[config.mk]
export PLATFORM = sky130hd
export DESIGN_NAME = api_frame_rx_deframer
export DESIGN_NICKNAME = d
export VERILOG_FILES = /design/src/hw/rtl/afr_pkg.sv /design/src/hw/rtl/afr_front.sv /design/src/hw/rtl/afr_queue.sv /design/src/hw/rtl/afr_back.sv /design/src/hw/rtl/api_frame_rx_deframer.sv
export SDC_FILE = /design/constraint.sdc
export NUM_CORES = 1
export LEC_CHECK = 0
export ABC_CLOCK_PERIOD_IN_PS = 6000
export BUFFER_PORTS_ARGS = -buffer_cell sky130_fd_sc_hd__buf_2
export CORE_ASPECT_RATIO = 1.2
export CORE_MARGIN = 2
export CORE_UTILIZATION = 64
export DETAILED_ROUTE_END_ITERATION = 10
export GPL_TIMING_DRIVEN = 0
export PLACE_DENSITY = 0.84
export SYNTH_ARGS = -nofsm -noshare
export SYNTH_HDL_FRONTEND = slang
export SYNTH_SLANG_ARGS = --single-unit
export TNS_END_PERCENT = 50
[constraint.sdc]
create_clock -name clk -period 6 [get_ports clk]
set_input_delay 0.3 -clock clk [delete_from_list [all_inputs] [get_ports clk]]
set_output_delay 0.3 -clock clk [all_outputs]
set_load 0.05 [all_outputs]
[src/hw/rtl/afr_pkg.sv]
`timescale 1ns / 1ps
`default_nettype none
// ----------------------------------------------------------------------------
// afr_pkg
// Shared types and constants for the escaped API frame receiver.
// ----------------------------------------------------------------------------
package afr_pkg;

	localparam logic [7:0] START_BYTE = 8'h7E;
	localparam logic [7:0] ESC_BYTE   = 8'h7D;
	localparam logic [7:0] ESC_XOR    = 8'h20;
	localparam logic [7:0] CHK_BASE   = 8'hFF;

	localparam logic [15:0] MAX_LEN_RESET = 16'd252;

	localparam int unsigned QUEUE_DEPTH = 2;
	localparam int unsigned QUEUE_AW    = $clog2(QUEUE_DEPTH);

	typedef enum logic [2:0] {
		ST_PROGRESS = 3'd0,
		ST_GOOD     = 3'd1,
		ST_BADCHK   = 3'd2,
		ST_ABORT    = 3'd3,
		ST_TOOLONG  = 3'd4
	} afr_status_t;

	typedef enum logic [4:0] {
		PH_HUNT   = 5'b00001,
		PH_LEN_HI = 5'b00010,
		PH_LEN_LO = 5'b00100,
		PH_DATA   = 5'b01000,
		PH_CHK    = 5'b10000
	} afr_phase_t;

	// one classified input byte: a start marker or an unescaped byte
	typedef struct packed {
		logic       is_start;
		logic [7:0] data_val;
	} afr_tok_t;

	typedef struct packed {
		logic [15:0] frame_length;
		afr_status_t frame_status;
		logic        frame_end;
		logic        first_of_frame;
		logic        is_data;
		logic [7:0]  out_byte;
	} afr_res_t;

endpackage
`default_nettype wire

[src/hw/rtl/afr_front.sv]
`timescale 1ns / 1ps
`default_nettype none
// ----------------------------------------------------------------------------
// afr_front
// Accepts raw bytes, strips escapes and classifies start markers.
// ----------------------------------------------------------------------------
module afr_front (
	input  wire logic            clk,
	input  wire logic            arst_n,
	input  wire logic            in_valid,
	output logic                 in_ready,
	input  wire logic [7:0]      in_data,
	output logic                 tok_valid,
	input  wire logic            tok_ready,
	output afr_pkg::afr_tok_t    tok
);
	import afr_pkg::*;

	logic esc_q;
	logic fire;

	assign in_ready = tok_ready;
	assign fire     = in_valid && tok_ready;

	// bytes seen while hunting may be mis-unescaped here; the back end drops them
	always_comb begin
		tok_valid    = 1'b0;
		tok.is_start = 1'b0;
		tok.data_val = in_data;
		if (in_data == START_BYTE) begin
			tok_valid    = in_valid;
			tok.is_start = 1'b1;
		end else if (esc_q) begin
			tok_valid    = in_valid;
			tok.data_val = in_data ^ ESC_XOR;
		end else if (in_data != ESC_BYTE) begin
			tok_valid    = in_valid;
		end
	end

	always_ff @(posedge clk or negedge arst_n) begin
		if (!arst_n) begin
			esc_q <= 1'b0;
		end else if (fire) begin
			if (in_data == START_BYTE || esc_q) begin
				esc_q <= 1'b0;
			end else if (in_data == ESC_BYTE) begin
				esc_q <= 1'b1;
			end
		end
	end

endmodule
`default_nettype wire

[src/hw/rtl/afr_queue.sv]
`timescale 1ns / 1ps
`default_nettype none
// ----------------------------------------------------------------------------
// afr_queue
// Short item queue between the front and back ends.
// ----------------------------------------------------------------------------
module afr_queue (
	input  wire logic                 clk,
	input  wire logic                 arst_n,
	input  wire logic                 wr_valid,
	output logic                      wr_ready,
	input  wire afr_pkg::afr_tok_t    wr_tok,
	output logic                      rd_valid,
	input  wire logic                 rd_ready,
	output afr_pkg::afr_tok_t         rd_tok
);
	import afr_pkg::*;

	afr_tok_t                mem_q [QUEUE_DEPTH];
	logic [QUEUE_AW-1:0]     wr_ptr_q;
	logic [QUEUE_AW-1:0]     rd_ptr_q;
	logic [QUEUE_AW:0]       count_q;
	logic                    push;
	logic                    pop;

	assign wr_ready = (count_q != (QUEUE_AW+1)'(QUEUE_DEPTH));
	assign rd_valid = (count_q != '0);
	assign push     = wr_valid && wr_ready;
	assign pop      = rd_valid && rd_ready;
	assign rd_tok   = mem_q[rd_ptr_q];

	always_ff @(posedge clk) begin
		if (push) begin
			mem_q[wr_ptr_q] <= wr_tok;
		end
	end

	always_ff @(posedge clk or negedge arst_n) begin
		if (!arst_n) begin
			wr_ptr_q <= '0;
			rd_ptr_q <= '0;
			count_q  <= '0;
		end else begin
			if (push) begin
				wr_ptr_q <= wr_ptr_q + QUEUE_AW'(1);
			end
			if (pop) begin
				rd_ptr_q <= rd_ptr_q + QUEUE_AW'(1);
			end
			if (push && !pop) begin
				count_q <= count_q + (QUEUE_AW+1)'(1);
			end else if (pop && !push) begin
				count_q <= count_q - (QUEUE_AW+1)'(1);
			end
		end
	end

endmodule
`default_nettype wire

[src/hw/rtl/afr_back.sv]
`timescale 1ns / 1ps
`default_nettype none
// ----------------------------------------------------------------------------
// afr_back
// Frame state machine: length, data, checksum, and the registered result.
// ----------------------------------------------------------------------------
module afr_back (
	input  wire logic                 clk,
	input  wire logic                 arst_n,
	input  wire logic                 cfg_we,
	input  wire logic [15:0]          cfg_wdata,
	input  wire logic                 tok_valid,
	output logic                      tok_ready,
	input  wire afr_pkg::afr_tok_t    tok,
	output logic                      res_valid,
	input  wire logic                 res_ready,
	output afr_pkg::afr_res_t         res
);
	import afr_pkg::*;

	logic [15:0] max_len_q;
	afr_phase_t  phase_q, phase_d;
	logic [15:0] len_q, len_d;
	logic [15:0] seen_q, seen_d;
	logic [7:0]  sum_q, sum_d;
	logic        out_valid_q;
	afr_res_t    out_q;
	logic        emit;
	afr_res_t    res_d;
	logic        fire;
	logic [15:0] seen_inc;
	logic [15:0] len_full;
	logic [7:0]  d;

	assign tok_ready = !out_valid_q || res_ready;
	assign fire      = tok_valid && tok_ready;
	assign res_valid = out_valid_q;
	assign res       = out_q;
	assign d         = tok.data_val;
	assign seen_inc  = seen_q + 16'd1;
	assign len_full  = {len_q[15:8], d};

	always_comb begin
		phase_d              = phase_q;
		len_d                = len_q;
		seen_d               = seen_q;
		sum_d                = sum_q;
		emit                 = 1'b0;
		res_d.out_byte       = 8'd0;
		res_d.is_data        = 1'b0;
		res_d.first_of_frame = 1'b0;
		res_d.frame_end      = 1'b0;
		res_d.frame_status   = ST_PROGRESS;
		res_d.frame_length   = len_q;
		if (tok.is_start) begin
			phase_d = PH_LEN_HI;
			len_d   = 16'd0;
			seen_d  = 16'd0;
			sum_d   = 8'd0;
			if (phase_q != PH_HUNT) begin
				emit               = 1'b1;
				res_d.frame_end    = 1'b1;
				res_d.frame_status = ST_ABORT;
			end
		end else begin
			unique case (phase_q)
				PH_LEN_HI: begin
					len_d   = {d, 8'd0};
					phase_d = PH_LEN_LO;
				end
				PH_LEN_LO: begin
					len_d  = len_full;
					seen_d = 16'd0;
					sum_d  = 8'd0;
					if (len_full > max_len_q) begin
						phase_d            = PH_HUNT;
						emit               = 1'b1;
						res_d.frame_end    = 1'b1;
						res_d.frame_status = ST_TOOLONG;
						res_d.frame_length = len_full;
					end else if (len_full == 16'd0) begin
						phase_d = PH_CHK;
					end else begin
						phase_d = PH_DATA;
					end
				end
				PH_DATA: begin
					sum_d                = sum_q + d;
					seen_d               = seen_inc;
					emit                 = 1'b1;
					res_d.out_byte       = d;
					res_d.is_data        = 1'b1;
					res_d.first_of_frame = (seen_q == 16'd0);
					if (seen_inc >= len_q) begin
						phase_d = PH_CHK;
					end
				end
				PH_CHK: begin
					phase_d            = PH_HUNT;
					emit               = 1'b1;
					res_d.frame_end    = 1'b1;
					res_d.frame_status = (d == CHK_BASE - sum_q) ? ST_GOOD : ST_BADCHK;
				end
				default: begin
					phase_d = PH_HUNT;
				end
			endcase
		end
	end

	always_ff @(posedge clk or negedge arst_n) begin
		if (!arst_n) begin
			max_len_q   <= MAX_LEN_RESET;
			phase_q     <= PH_HUNT;
			len_q       <= 16'd0;
			seen_q      <= 16'd0;
			sum_q       <= 8'd0;
			out_valid_q <= 1'b0;
		end else begin
			if (cfg_we) begin
				max_len_q <= cfg_wdata;
			end
			if (fire) begin
				phase_q     <= phase_d;
				len_q       <= len_d;
				seen_q      <= seen_d;
				sum_q       <= sum_d;
				out_valid_q <= emit;
			end else if (res_ready) begin
				out_valid_q <= 1'b0;
			end
		end
	end

	always_ff @(posedge clk) begin
		if (fire && emit) begin
			out_q <= res_d;
		end
	end

endmodule
`default_nettype wire

[src/hw/rtl/api_frame_rx_deframer.sv]
`timescale 1ns / 1ps
`default_nettype none
// ----------------------------------------------------------------------------
// api_frame_rx_deframer
// Escaped API-mode frame receiver that streams frame bytes and frame status.
// ----------------------------------------------------------------------------
// An accepted byte is written into the queue, and its result then into the back end's output register.
// Throughput: one byte per cycle while m_axis accepts; a stall on m_axis holds the back end's
// output register, which fills the queue and so stalls s_axis, paced by the single-byte FSM step.
// Reset (arst_n low): hunting for a start byte, escape cleared, queue empty,
// max_payload_len back to 252.
module api_frame_rx_deframer (
	input  wire logic        clk,
	input  wire logic        arst_n,
	input  wire logic        cfg_we,
	input  wire logic [15:0] cfg_wdata,
	input  wire logic        s_axis_tvalid,
	output logic             s_axis_tready,
	input  wire logic [7:0]  s_axis_tdata,   // [7:0] rx_byte
	output logic             m_axis_tvalid,
	input  wire logic        m_axis_tready,
	output logic [23:0]      m_axis_tdata,   // [7:0] out_byte, [23:8] frame_length
	output logic [4:0]       m_axis_tuser,   // [0] is_data, [1] first_of_frame,
	                                          // [4:2] frame_status
	output logic             m_axis_tlast    // frame_end
);
	import afr_pkg::*;

	logic     f_valid, f_ready;
	afr_tok_t f_tok;
	logic     q_valid, q_ready;
	afr_tok_t q_tok;
	afr_res_t res;

	afr_front u_front (
		.clk       (clk),
		.arst_n    (arst_n),
		.in_valid  (s_axis_tvalid),
		.in_ready  (s_axis_tready),
		.in_data   (s_axis_tdata),
		.tok_valid (f_valid),
		.tok_ready (f_ready),
		.tok       (f_tok)
	);

	afr_queue u_queue (
		.clk      (clk),
		.arst_n   (arst_n),
		.wr_valid (f_valid),
		.wr_ready (f_ready),
		.wr_tok   (f_tok),
		.rd_valid (q_valid),
		.rd_ready (q_ready),
		.rd_tok   (q_tok)
	);

	afr_back u_back (
		.clk       (clk),
		.arst_n    (arst_n),
		.cfg_we    (cfg_we),
		.cfg_wdata (cfg_wdata),
		.tok_valid (q_valid),
		.tok_ready (q_ready),
		.tok       (q_tok),
		.res_valid (m_axis_tvalid),
		.res_ready (m_axis_tready),
		.res       (res)
	);

	assign m_axis_tdata = {res.frame_length, res.out_byte};
	assign m_axis_tuser = {res.frame_status, res.first_of_frame, res.is_data};
	assign m_axis_tlast = res.frame_end;

endmodule
`default_nettype wire
==> impl_metrics.yaml <==
status:
  run_status: "complete, no violations"
layout:
  layout_common_cells: "65 x nand2_1, 61 x buf_2, 60 x dfrtp_1"
  antennaDiodeCount: 0
  final_common_cell: "nand2_1"
  fin_nets: 740
  drive_gt1_frac: 0.173
  syn2layout_area_growth_pct: 20.6
  area.sequential_sq_um: 3130
  multi_input_area_sq_um: 2610
  fillers: 575
route:
  via_per_inst: 6.04
  vias: 4836
  drt_iter0_markers: 398
  drc: 0
  drt_first_pass_iters: 5
  drtAntennaViolNets: 0
  wire_per_inst_um: 18.4
  drt-total-wl_um: 14700
clocking:
  cts.htree.levels: 4
  tritoncts: "done"
  cts_sinks: 115
  cts_buffers: 17
  cts-root-buf: "clkbuf_8"
  path_clk_slew_ps: 60
  insertion_delay_ps: 530
  clockBufferDepth: 2
  postCtsSetupRepairBufs: 0
die:
  fp.dieH_um: 110
  std_cell_rows: 38
  initial_core_util: 0.662
  core-area_sq_um: 9080
  die_w_um: 92.5
  die_area_sq_um: 10200
  ios: 61
synthesis:
  synth_seq_cells: 115
  muxShareOfSynthArea: 0.0404
  yosys.area_share.simple: 0.131
  synth_nets: 640
  synth-seq-area-share: 0.520
  synthXorXnorAreaFrac: 0.0408
  syn_area_sq_um: 6010
  synth_compound_area_frac: 0.132
  synth_top_family_by_area: "compound AO/OA/AOI/OAI gates"
  synth-edff-count: 48
  yosys.cell_types.count: 56
  async_flop_share: 0.583
  synth.avg_cell_area_sq_um: 10.6
  synth_ff_type: "dfrtp_1"
  syn-instance-count: 568
  synth_adder_area_share: 0.0908
  yosys_warnings: 0
timing:
  fin_crit_sh: 0.741
  fin_ws_ps: 1550
  worst_slew_pin_slew_ps: 1010
  fin_crit_ps: 4450
  slew_violations: 0
  fmax_ghz: 0.225
  finalSetupViolations: 0
  slew_headroom: 0.322
  finalHoldViolations: 0
  fin_tns_setup_ps: 0
  rsz0062_at_grt: "no"
  worst_clock_skew_ps: 6.33
setup_path:
  worstPathRequired_ps: 6240
  crit-reg2reg-launch: "u_queue.rd_ptr_q"
  crit_top_cell: "o211ai_1"
  cp-start-kind: "register"
  critPathMaxStageDelay_ps: 820
  path_cells: "buf_2 > buf_1 > mux2i_1 > inv_1 > ha_1 > nor2b_1 > o211ai_1 > a211o_1 > o211ai_1 > a31o_2 > and2_1 > buf_16"
  endpoint: "u_back.res[24]"
  reg2regPathDepth: 12
  cpMaxStageDelayCell: "mux2i_1"
  cp_max_fo: 23
  r2r-end: "u_back.res[24]"
  critPathKind: "reg2reg"
  r2r_slack_ps: 1550
  startpoint: "u_queue.rd_ptr_q"
  end_kind: "register"
  cp_data_arrival_time_ps: 4690
pwr:
  p_sw_mw: 1.49
  vdd_drop_max_mv: 0.443
  powerDensity_nw_per_um2: 495
  p_sw_frac: 0.416
  comb_power_share: 0.400
  pwr-share-seq: 0.336
  clkPwrFrac: 0.263
  leakage_nw: 3.31
  p_int_mw: 2.10
global_routing:
  grt_usage: 0.312
  overflow: 0
  grt_antenna_before_repair: 0
  grt_max_degree: 68
  grt_pass1_vias: 4840
  grt_pass1_wl_um: 23700
hold_path:
  min_path_cells: 3
  hold_class: "in2reg"
placement:
  gp_congestion: 0.906
  hpwl_um: 9780
  portBuffers: 60
  pre_cts_ws_ps: 1140
job:
  max_cap_viol_count: 0
-- logic make-up (layout without fill, tap and decap cells) --
group           after synthesis  count (layout)
simple gates                167             167
compound gates              124             124
flops                       115             115
buf+inv                      68             181
fa+ha+maj                    43              43
xor+xnor                     28              28
mux                          23              23
-- critical path, delay by kind of cell (launching register included) --
kind	cells	cell delay [ps]
buffers and inverters	4	1160
multiplexers	1	820
flip-flops	1	320
AO/OA/AOI/OAI	4	830
AND/OR/NAND/NOR	2	630
adder cells (fa/ha/maj)	1	360
-- sequential cells by signal, indices dropped and copies added (netlist names) --
register,count
u_back.res,30
u_queue.wr_ptr_q,1
u_back.sum_q,8
u_back.len_q,16
u_back.res_valid,1
u_queue.rd_ptr_q,1
u_queue.count_q,2
u_back.max_len_q,16
u_queue.mem_q,18
u_back.seen_q,16
u_front.esc_q,1
u_back.phase_q,5
-- synthesized netlist by cell type (5+ instances only) --
cell type  number  share of area
mux2i_1        16          0.027
or3_1           5         0.0052
dfrtp_1        60           0.25
xor2_1         13          0.019
ha_1           42          0.087
o21ai_0        55          0.046
nor2_1         35          0.022
mux2_2          6          0.011
nand4_1         7         0.0073
o31ai_1         9          0.011
dfstp_2         7          0.031
a21o_1         11          0.014
clkbuf_1       13         0.0081
edfxtp_1       48           0.24
nor4_1          8         0.0083
nand3_1        15          0.012
inv_1          49          0.031
nand2_1        65          0.041
a211oi_1        5         0.0062
a22o_1          8          0.012
nor3_1         11         0.0092
xnor2_1        15          0.022
a21oi_1        16          0.013
-- final cells by class --
type                    count  share of cell area
multi-input cells         385               0.361
repair buffers             81              0.0732
flip-flops and latches    115               0.431
plain buffers              18              0.0112
inverters                  50              0.0259
clock inverters            14              0.0193
well taps                 120              0.0207
clock buffers              18              0.0577
-- worst min-delay path by stage --
stage,endpoint,start,slack (ps)
6_report,u_back.max_len_q[8],cfg_wdata[8],30
5_1_grt,u_back.max_len_q[8],cfg_wdata[8],20
4_1_cts,u_back.max_len_q[8],cfg_wdata[8],0.8
3_5_place_dp,u_back.len_q[2],arst_n,470
3_3_place_gp,u_back.len_q[2],u_back.len_q[2],460
2_1_floorplan,u_back.len_q[0],arst_n,4
-- power groups by stage --
| stage | logic [mW] | registers (mW) | clock network [mW] |
|---|---|---|---|
| CTS | 1.39 | 1.21 | 0.947 |
| global placement | 1.32 | 1.21 | 0 |
| detailed placement | 1.36 | 1.22 | 0 |
| global route | 1.55 | 1.23 | 0.989 |
| floorplan | 0.716 | 1.49 | 0 |
| finish | 1.44 | 1.21 | 0.945 |
-- routing by layer --
layer	GRT usage	routed length, um
met1	0.362	5640
met2	0.540	7400
met3	0.0646	882
met4	0.184	782
met5	0	0
-- stage by stage --
| step | power, mW | hold slack [ps] | std cells | area, sq um | utilization |
|---|---|---|---|---|---|
| 3_3_place_gp | 2.53 | 461 | 748 | 6460 | 0.711 |
| 5_1_grt | 3.76 | 24.7 | 801 | 7250 | 0.798 |
| 6_report | 3.59 | 29.3 | 801 | 7250 | 0.798 |
| 4_1_cts | 3.55 | 0.751 | 800 | 7220 | 0.795 |
| 3_5_place_dp | 2.58 | 469 | 748 | 6460 | 0.712 |
| 2_1_floorplan | 2.21 | 4.41 | 568 | 6010 | - |
-- what timing repair did --
item | CTS | global route
hold buffers | 20 | 0
resized for setup | 0 | 0
hold endpoints to repair | 86 | 0
No activity file was read; power rests on OpenSTA's default activity.
